===== src/rtl/core/omni_wheel_velocity_mixer_unit_macros.svh =====
// Assertion macros for the omni wheel velocity mixer.
// Included by the top level; needs i_clk and i_rst_n in scope.
`ifndef OMNI_WHEEL_VELOCITY_MIXER_UNIT_MACROS_SVH
`define OMNI_WHEEL_VELOCITY_MIXER_UNIT_MACROS_SVH

// Checks an implication on every clock edge outside of reset.
`define OWVM_ASSERT_IMPLY(lbl, ante, cons, msg) \
    lbl: assert property (@(posedge i_clk) disable iff (!i_rst_n) (ante) |-> (cons)) \
        else $error(msg);

// Checks an implication in the following cycle outside of reset.
`define OWVM_ASSERT_NEXT(lbl, ante, cons, msg) \
    lbl: assert property (@(posedge i_clk) disable iff (!i_rst_n) (ante) |=> (cons)) \
        else $error(msg);

`endif


===== src/rtl/core/owvm_pkg.sv =====
// Shared types, constants and the quarter-wave sine table of the velocity mixer.
// No dependencies.
`default_nettype none

package owvm_pkg;

    localparam int CFG_W      = 9;
    localparam int CFG_RESET  = 256;
    localparam int ANG_FULL   = 5760;
    localparam int ANG_QUARTER = 1440;
    localparam int SPEED_MAX  = 100;
    localparam int WHEEL_GAIN = 15;
    localparam int NUM_WHEELS = 4;

    localparam int ANG_W = 13;
    localparam int ARG_W = 11;
    localparam int SIN_W = 12;
    localparam int SPD_W = 7;
    localparam int MAG_W = 16;
    localparam int REM_W = 30;
    localparam int Q_W   = 15;
    localparam int DIV_STEPS = Q_W;

    // Wheel angle offsets in 1/16 degree: front right, front left, rear right, rear left.
    localparam logic [13:0] WHEEL_OFF [NUM_WHEELS] = '{14'd880, 14'd4880, 14'd2320, 14'd3440};

    typedef logic [SIN_W-1:0] t_sin_tab [0:ANG_QUARTER];

    typedef struct packed {
        logic [NUM_WHEELS-1:0] vneg;
        logic                  zero;
    } t_div_side;

    // 15 * sin in Q4.8 from a truncated Q30 Horner series, evaluated at elaboration.
    function automatic t_sin_tab build_sin_tab();
        t_sin_tab          tab;
        longint unsigned   x;
        longint unsigned   x2;
        longint unsigned   t;
        longint unsigned   s;
        longint unsigned   one;
        one = 64'd1 << 30;
        for (int r = 0; r <= ANG_QUARTER; r++) begin
            x  = longint'(r) * 64'd1171271;
            x2 = (x * x) >> 30;
            t  = one - x2 / 64'd72;
            t  = one - ((x2 * t) >> 30) / 64'd42;
            t  = one - ((x2 * t) >> 30) / 64'd20;
            t  = one - ((x2 * t) >> 30) / 64'd6;
            s  = (x * t) >> 30;
            tab[r] = SIN_W'((64'd15 * s + (64'd1 << 21)) >> 22);
        end
        return tab;
    endfunction

    localparam t_sin_tab SIN_TAB = build_sin_tab();

endpackage

`default_nettype wire


===== src/rtl/core/owvm_div_pipe.sv =====
// Pipelined restoring divider, one quotient bit per stage, four lanes with one divisor.
// Depends on owvm_pkg.
`default_nettype none

module owvm_div_pipe (
    input  logic                                          i_clk,
    input  logic                                          i_rst_n,
    input  logic                                          i_en,
    input  logic                                          i_valid,
    input  logic [owvm_pkg::NUM_WHEELS-1:0][owvm_pkg::REM_W-1:0] i_num,
    input  logic [owvm_pkg::MAG_W-1:0]                    i_div,
    input  owvm_pkg::t_div_side                           i_side,
    output logic                                          o_valid,
    output logic [owvm_pkg::NUM_WHEELS-1:0][owvm_pkg::Q_W-1:0]   o_quo,
    output owvm_pkg::t_div_side                           o_side
);
    import owvm_pkg::*;

    logic [DIV_STEPS-1:0]                     r_valid;
    logic [NUM_WHEELS-1:0][REM_W-1:0]         r_rem  [DIV_STEPS-1];
    logic [NUM_WHEELS-1:0][Q_W-1:0]           r_quo  [DIV_STEPS];
    logic [MAG_W-1:0]                         r_div  [DIV_STEPS-1];
    t_div_side                                r_side [DIV_STEPS];

    for (genvar s = 0; s < DIV_STEPS; s++) begin : g_step
        localparam int K = DIV_STEPS - 1 - s;

        logic [NUM_WHEELS-1:0][REM_W-1:0] a_rem;
        logic [NUM_WHEELS-1:0][Q_W-1:0]   a_quo;
        logic [MAG_W-1:0]                 a_div;
        t_div_side                        a_side;
        logic                             a_valid;
        logic [NUM_WHEELS-1:0][REM_W-1:0] n_rem;
        logic [NUM_WHEELS-1:0][Q_W-1:0]   n_quo;

        if (s == 0) begin : g_first
            assign a_rem   = i_num;
            assign a_quo   = '0;
            assign a_div   = i_div;
            assign a_side  = i_side;
            assign a_valid = i_valid;
        end else begin : g_next
            assign a_rem   = r_rem[s-1];
            assign a_quo   = r_quo[s-1];
            assign a_div   = r_div[s-1];
            assign a_side  = r_side[s-1];
            assign a_valid = r_valid[s-1];
        end

        always_comb begin
            logic [REM_W-1:0] sh;
            sh = REM_W'(a_div) << K;
            for (int l = 0; l < NUM_WHEELS; l++) begin
                if (a_rem[l] >= sh) begin
                    n_rem[l] = a_rem[l] - sh;
                    n_quo[l] = a_quo[l] | (Q_W'(1) << K);
                end else begin
                    n_rem[l] = a_rem[l];
                    n_quo[l] = a_quo[l];
                end
            end
        end

        always_ff @(posedge i_clk) begin
            if (!i_rst_n) begin
                r_valid[s] <= 1'b0;
            end else if (i_en) begin
                r_valid[s] <= a_valid;
            end
        end

        always_ff @(posedge i_clk) begin
            if (i_en) begin
                r_quo[s]  <= n_quo;
                r_side[s] <= a_side;
            end
        end

        // The last step needs neither the remainder nor the divisor afterwards.
        if (s < DIV_STEPS - 1) begin : g_carry
            always_ff @(posedge i_clk) begin
                if (i_en) begin
                    r_rem[s] <= n_rem;
                    r_div[s] <= a_div;
                end
            end
        end
    end

    assign o_valid = r_valid[DIV_STEPS-1];
    assign o_quo   = r_quo[DIV_STEPS-1];
    assign o_side  = r_side[DIV_STEPS-1];

endmodule

`default_nettype wire


===== config.mk =====
export PLATFORM = sky130hd
export DESIGN_NAME = owvm_div_pipe
export DESIGN_NICKNAME = d
export VERILOG_FILES = /design/src/rtl/core/omni_wheel_velocity_mixer_unit_macros.svh /design/src/rtl/core/owvm_pkg.sv /design/src/rtl/core/owvm_div_pipe.sv
export SDC_FILE = /design/constraint.sdc
export NUM_CORES = 2
export LEC_CHECK = 0
export ABC_AREA = 0
export BUFFER_PORTS_ARGS = -buffer_cell sky130_fd_sc_hd__buf_4
export CAP_MARGIN = 10
export CORE_AREA = 2 2 487 489
export DETAILED_ROUTE_END_ITERATION = 8
export DIE_AREA = 0 0 489 491
export PLACE_DENSITY = 0.77
export SYNTH_ARGS = -nofsm -noshare
export SYNTH_HDL_FRONTEND = slang
export SYNTH_SLANG_ARGS = --single-unit

===== constraint.sdc =====
create_clock -name i_clk -period 3.6 [get_ports i_clk]
set_input_delay 0.72 -clock i_clk [delete_from_list [all_inputs] [get_ports i_clk]]
set_output_delay 0.72 -clock i_clk [all_outputs]
set_load 0.01 [all_outputs]

# Word-level counts from Yosys, hierarchy flattened
# Memories as Yosys holds them, arrays and structs flattened.
# Cells that the tools add are included.
# W data, S select, Z words.
# word_totals
register_bits,15
ramBits,2879
input_bits,145
output_inout_bits,66
elab_cells,253
mem_count,4
# memory_table
name,depth,word_bits,rd,rd_clocked_by_memory_dff,wr,line_no,source
r_rem,14,120,14,0,14,owvm_div_pipe.sv:20,logic [NUM_WHEELS-1:0][REM_W-1:0] r_rem [DIV_STEPS-1];
r_quo,15,60,15,0,15,owvm_div_pipe.sv:21,logic [NUM_WHEELS-1:0][Q_W-1:0] r_quo [DIV_STEPS];
r_div,14,16,14,0,14,owvm_div_pipe.sv:22,logic [MAG_W-1:0] r_div [DIV_STEPS-1];
r_side,15,5,15,0,15,owvm_div_pipe.sv:23,t_div_side r_side [DIV_STEPS];
# op_classes
n_addsub,56
order_cmp,60
muxes,118
# ops
operator,count
$mux W30,56
$ge A30 B16 Y1,4
$ge A30 B17 Y1,4
$ge A30 B18 Y1,4
$ge A30 B19 Y1,4
$ge A30 B20 Y1,4
$ge A30 B21 Y1,4
$ge A30 B22 Y1,4
$ge A30 B23 Y1,4
$ge A30 B24 Y1,4
$ge A30 B25 Y1,4
$ge A30 B26 Y1,4
$ge A30 B27 Y1,4
$ge A30 B28 Y1,4
$ge A30 B29 Y1,4
$ge A30 B30 Y1,4
$sub A30 B17 Y30,4
$sub A30 B18 Y30,4
$sub A30 B19 Y30,4
$sub A30 B20 Y30,4
$sub A30 B21 Y30,4
$sub A30 B22 Y30,4
$sub A30 B23 Y30,4
$sub A30 B24 Y30,4
other kinds (21),86

# Logic depth before layout (Yosys ltp)
# An unclocked memory read counts as a cell.
# logic_depth
depth_word,3
mapped_depth,15
ltp_nobuf,13

# Least setup slack after synthesis
# No wires, ideal clock.
# synth_timing
kind,input-to-reg
from,input port i_num[14] (netlist name)
to,memory r_rem[0][21] (netlist name) (data pin)
setup_time_ns,0.260
arrival_time_ns,3.521
t_required_ns,3.340
path_slack_ns,-0.181
path_stages,14
n_path_buf,1
cell_sequence,inv_1 -> ha_1 -> inv_1 -> fa_1 -> a21oi_1 -> o21ai_0 -> nand2_1 -> a211oi_1 -> o31ai_1 -> o21ai_0 -> a21o_1 -> a21oi_1 -> buf_2 -> mux2_2
# synth_lines
item,line_no,source
from (decl),owvm_div_pipe.sv:10,"input logic [owvm_pkg::NUM_WHEELS-1:0][owvm_pkg::REM_W-1:0] i_num,"
to (decl),owvm_div_pipe.sv:20,

==> results by group <==
Routing
  – Avg WL per Cell: 24.2 um
  – WL final: 396000 um
  – DR vias: 98000
  – Drc violations: 0
  – Drt pass-1 iters: 8
  – Vias/cell: 5.99
  – Starting DRT DRC Count: 7447
  – Post-DRT Antenna Nets: 0

Finish
  – Nets: 14100
  – Layout cell share with drive strength beyond 1: 0.151
  – Growth of design area from synthesis to finish: 17.4%
  – Most frequent cells in the layout: edfxtp_1 (2459), buf_4 (1128), ha_1 (955), nand2_1 (927), o21ai_0 (807)
  – Leading cell type in the layout, fill and taps excluded: edfxtp_1
  – Final Core Density: 0.679

Synth
  – Syn Area/Cell: 11.7 um^2
  – Multiplexer share of the synthesized area: 0.0205
  – Async SR Flop Fraction: 0
  – Largest family of logic cells by synthesized area: compound AO/OA/AOI/OAI gates
  – Syn Std Cell Area: 136000 um^2
  – Syn Nets: 12800
  – EDFF count, synth: 2459
  – Synth Area in Adders: 0.0968
  – Synth Area in Simple Gates: 0.118
  – Synth Area in XOR/XNOR: 0.0658
  – Post-synthesis compound-gate area fraction: 0.130
  – Primary FF master, synth: edfxtp_1
  – Yosys warnings: 0
  – #FFs+latches synth: 2474
  – Yosys cell types: 97
  – Register area share after synthesis: 0.546
  – Post-synthesis instance total: 11600

Setup path
  – Worst EP required: 4.20 ns
  – CP Class: reg -> reg
  – Startpoint type of the worst setup path: flip-flop
  – Crit path max fanout: 6
  – Crit path arrival time: 4.31 ns
  – CP Capture Type: flip-flop

GRT
  – Pin count of the biggest net entering global routing: 129
  – Vias in the first global route: 99300
  – Global-route wire length before repair: 588000 um
  – Total track usage: 0.325
  – Initial antenna violation count: 6
  – GR Overflow Total: 0

Timing
  – Slew @ Worst Pin: 0.962 ns
  – Max Fclk: 270 MHz
  – RSZ-0062 raised after global routing: true
  – Fin worst setup slack: -0.106 ns
  – # setup viols final: 1
  – Slew HR: 0.358
  – Layout Skew: 0.0797 ns
  – Period utilization: 1.03
  – Fin crit period: 3.71 ns
  – Final hold violations: 0
  – Slew Limit Fails: 0

Power and ir drop
  – Peak VDD IR: 0.000563 V
  – PwrDens: 768 nW/um^2
  – Leak: 61.9 nW

Floorplan
  – Die area: 240000 um^2
  – Die height: 491 um
  – Die X: 489 um
  – Initial core utilization: 0.579
  – # rows: 178
  – Core Region: 235000 um^2
  – Ports: 211

CTS
  – Clock Tree Buf Depth: 4
  – Num CTS Buffers: 281
  – Worst-Skew Late Latency: 0.98 ns
  – Clock tree sinks: 2474
  – CTS H-Tree Depth: 5
  – CTS tree: built
  – CTS root buffer: clkbuf_16
  – Clock slew at reported path FFs: 0.07 ns

Outcome
  – Status: finished with violations
  – Failing checks: negative setup slack

Worst hold path
  – Hold Crit Class: in -> reg

Placed design
  – I/O Buffers: 210
  – Placer congestion estimate: 1.04
  – Post-DP HPWL: 311000 um
  – Pre-CTS WS: -0.179 ns

Job
  – Max cap viols: 0
[synth_stat cells (17+ instances only)]
master,count,share of area
clkbuf_1,192,0.0053
o21bai_1,74,0.0041
a21o_1,375,0.021
nand4b_1,38,0.0025
a21oi_1,790,0.029
mux2i_1,47,0.0035
xor2_1,505,0.033
nand3b_1,25,0.0014
ha_1,960,0.089
o41ai_1,22,0.0014
or4_1,52,0.0029
and4_1,17,0.0011
edfxtp_1,2459,0.54
nor3_1,290,0.011
nor2_1,750,0.021
nand3_1,168,0.0062
mux2_2,204,0.017
o31ai_1,79,0.0044
o211ai_1,43,0.0024
fa_1,56,0.0083
a21boi_0,36,0.0020
and3_1,53,0.0024
and2_1,39,0.0018
o2111ai_1,18,0.0012
nand2b_1,167,0.0077
nand4_1,125,0.0058
inv_1,579,0.016
o21ai_0,820,0.030
nor4_1,185,0.0085
nor2b_1,164,0.0076
a211oi_1,70,0.0039
o31a_1,28,0.0018
nor3b_1,24,0.0013
nand2_1,927,0.026
or3_1,95,0.0044
xnor2_1,514,0.033
a221oi_1,22,0.0014
or2_2,35,0.0016
a31o_2,17,0.0011
o21a_1,143,0.0079
a2111oi_0,27,0.0017
a31oi_1,84,0.0039
nor4b_1,39,0.0025
[kinds of logic after synthesis]
| logic type | after synthesis |
|---|---|
| and+or+nand+nor | 3239 |
| AOI/OAI and AO/OA | 2835 |
| DFF | 2474 |
| xor gates and xnor gates | 1019 |
| adders and majority gates | 1016 |
| buffers and inverters | 796 |
| muxes | 252 |
[final cells by class]
| cell class | instances | area, um^2 |
|---|---|---|
| multi-input combinational | 8361 | 59200 |
| tap | 3150 | 3940 |
| clock buffer | 345 | 7310 |
| timing repair buffer | 1287 | 10800 |
| inverter | 579 | 2190 |
| clock inverter | 137 | 1630 |
| antenna | 13 | 32.5 |
| sequential | 2474 | 74100 |
| fill | 16500 | 75300 |
[layer usage]
layer,vias up,wire (um),global-route usage
met5,-,0,0
met2,3740,206000,0.598
met4,0,41900,0.282
li1,46500,-,-
met1,46500,131000,0.320
met3,1311,16400,0.0392
[repair_timing]
action	in CTS	in global routing
setup endpoints to repair	3	270
setup buffers	1	27
pin swaps	0	32
hold buffers	76	0
endpoints found under the hold margin	76	0
gates cloned	0	2
gates resized for setup	4	118
[registers in the layout (all words and copies together) (netlist names)]
signal,count
g_step.a_valid,14
o_valid,1
r_div,224
r_quo,480
r_rem,1680
r_side,75
[report_power, final]
group / internal (W) / switching (W)
clock: 0.0167 / 0.0113
sequential: 0.0415 / 0.00509
combinational: 0.0211 / 0.0265
[metrics by stage]
stage / hold slack (ns) / area (um^2) / TNS, ns / power, W / std cells
3_3_place_gp: 0.401 / 149000 / -6.55 / 0.0915 / 15700
5_1_grt: 0.0367 / 159000 / -0.919 / 0.129 / 16300
2_1_floorplan: 0.400 / 136000 / 0 / 0.0769 / 11600
6_report: 0.0774 / 159000 / -0.106 / 0.122 / 16300
3_5_place_dp: 0.405 / 149000 / -7.50 / 0.0930 / 15700
4_1_cts: 0.0120 / 159000 / 0 / 0.122 / 16300
[worst paths after layout]
check / startpoint / end / slack (ns) / cells after the start
worst max-delay path: r_div[1][6] / r_rem[1][185] / -0.11 / 11
worst min-delay path: i_num[77] / r_rem[0][77] / 0.08 / 2
worst min register to register: r_quo[1][357] / r_quo[1][417] / 0.38 / 0
worst max register to register: r_div[1][6] / r_rem[1][185] / -0.11 / 11
[critical path, stage by stage (launching register included)]
cell	delay, ns
edfxtp_1	0.42
inv_1	0.36
ha_1	0.39
a21oi_1	0.20
nor2_1	0.05
o21ai_0	0.24
a31oi_1	0.22
o21ai_0	0.38
a21oi_1	0.16
buf_4	0.18
nor3_1	0.63
a21oi_1	0.14
No activity file was read; power rests on OpenSTA's default activity.
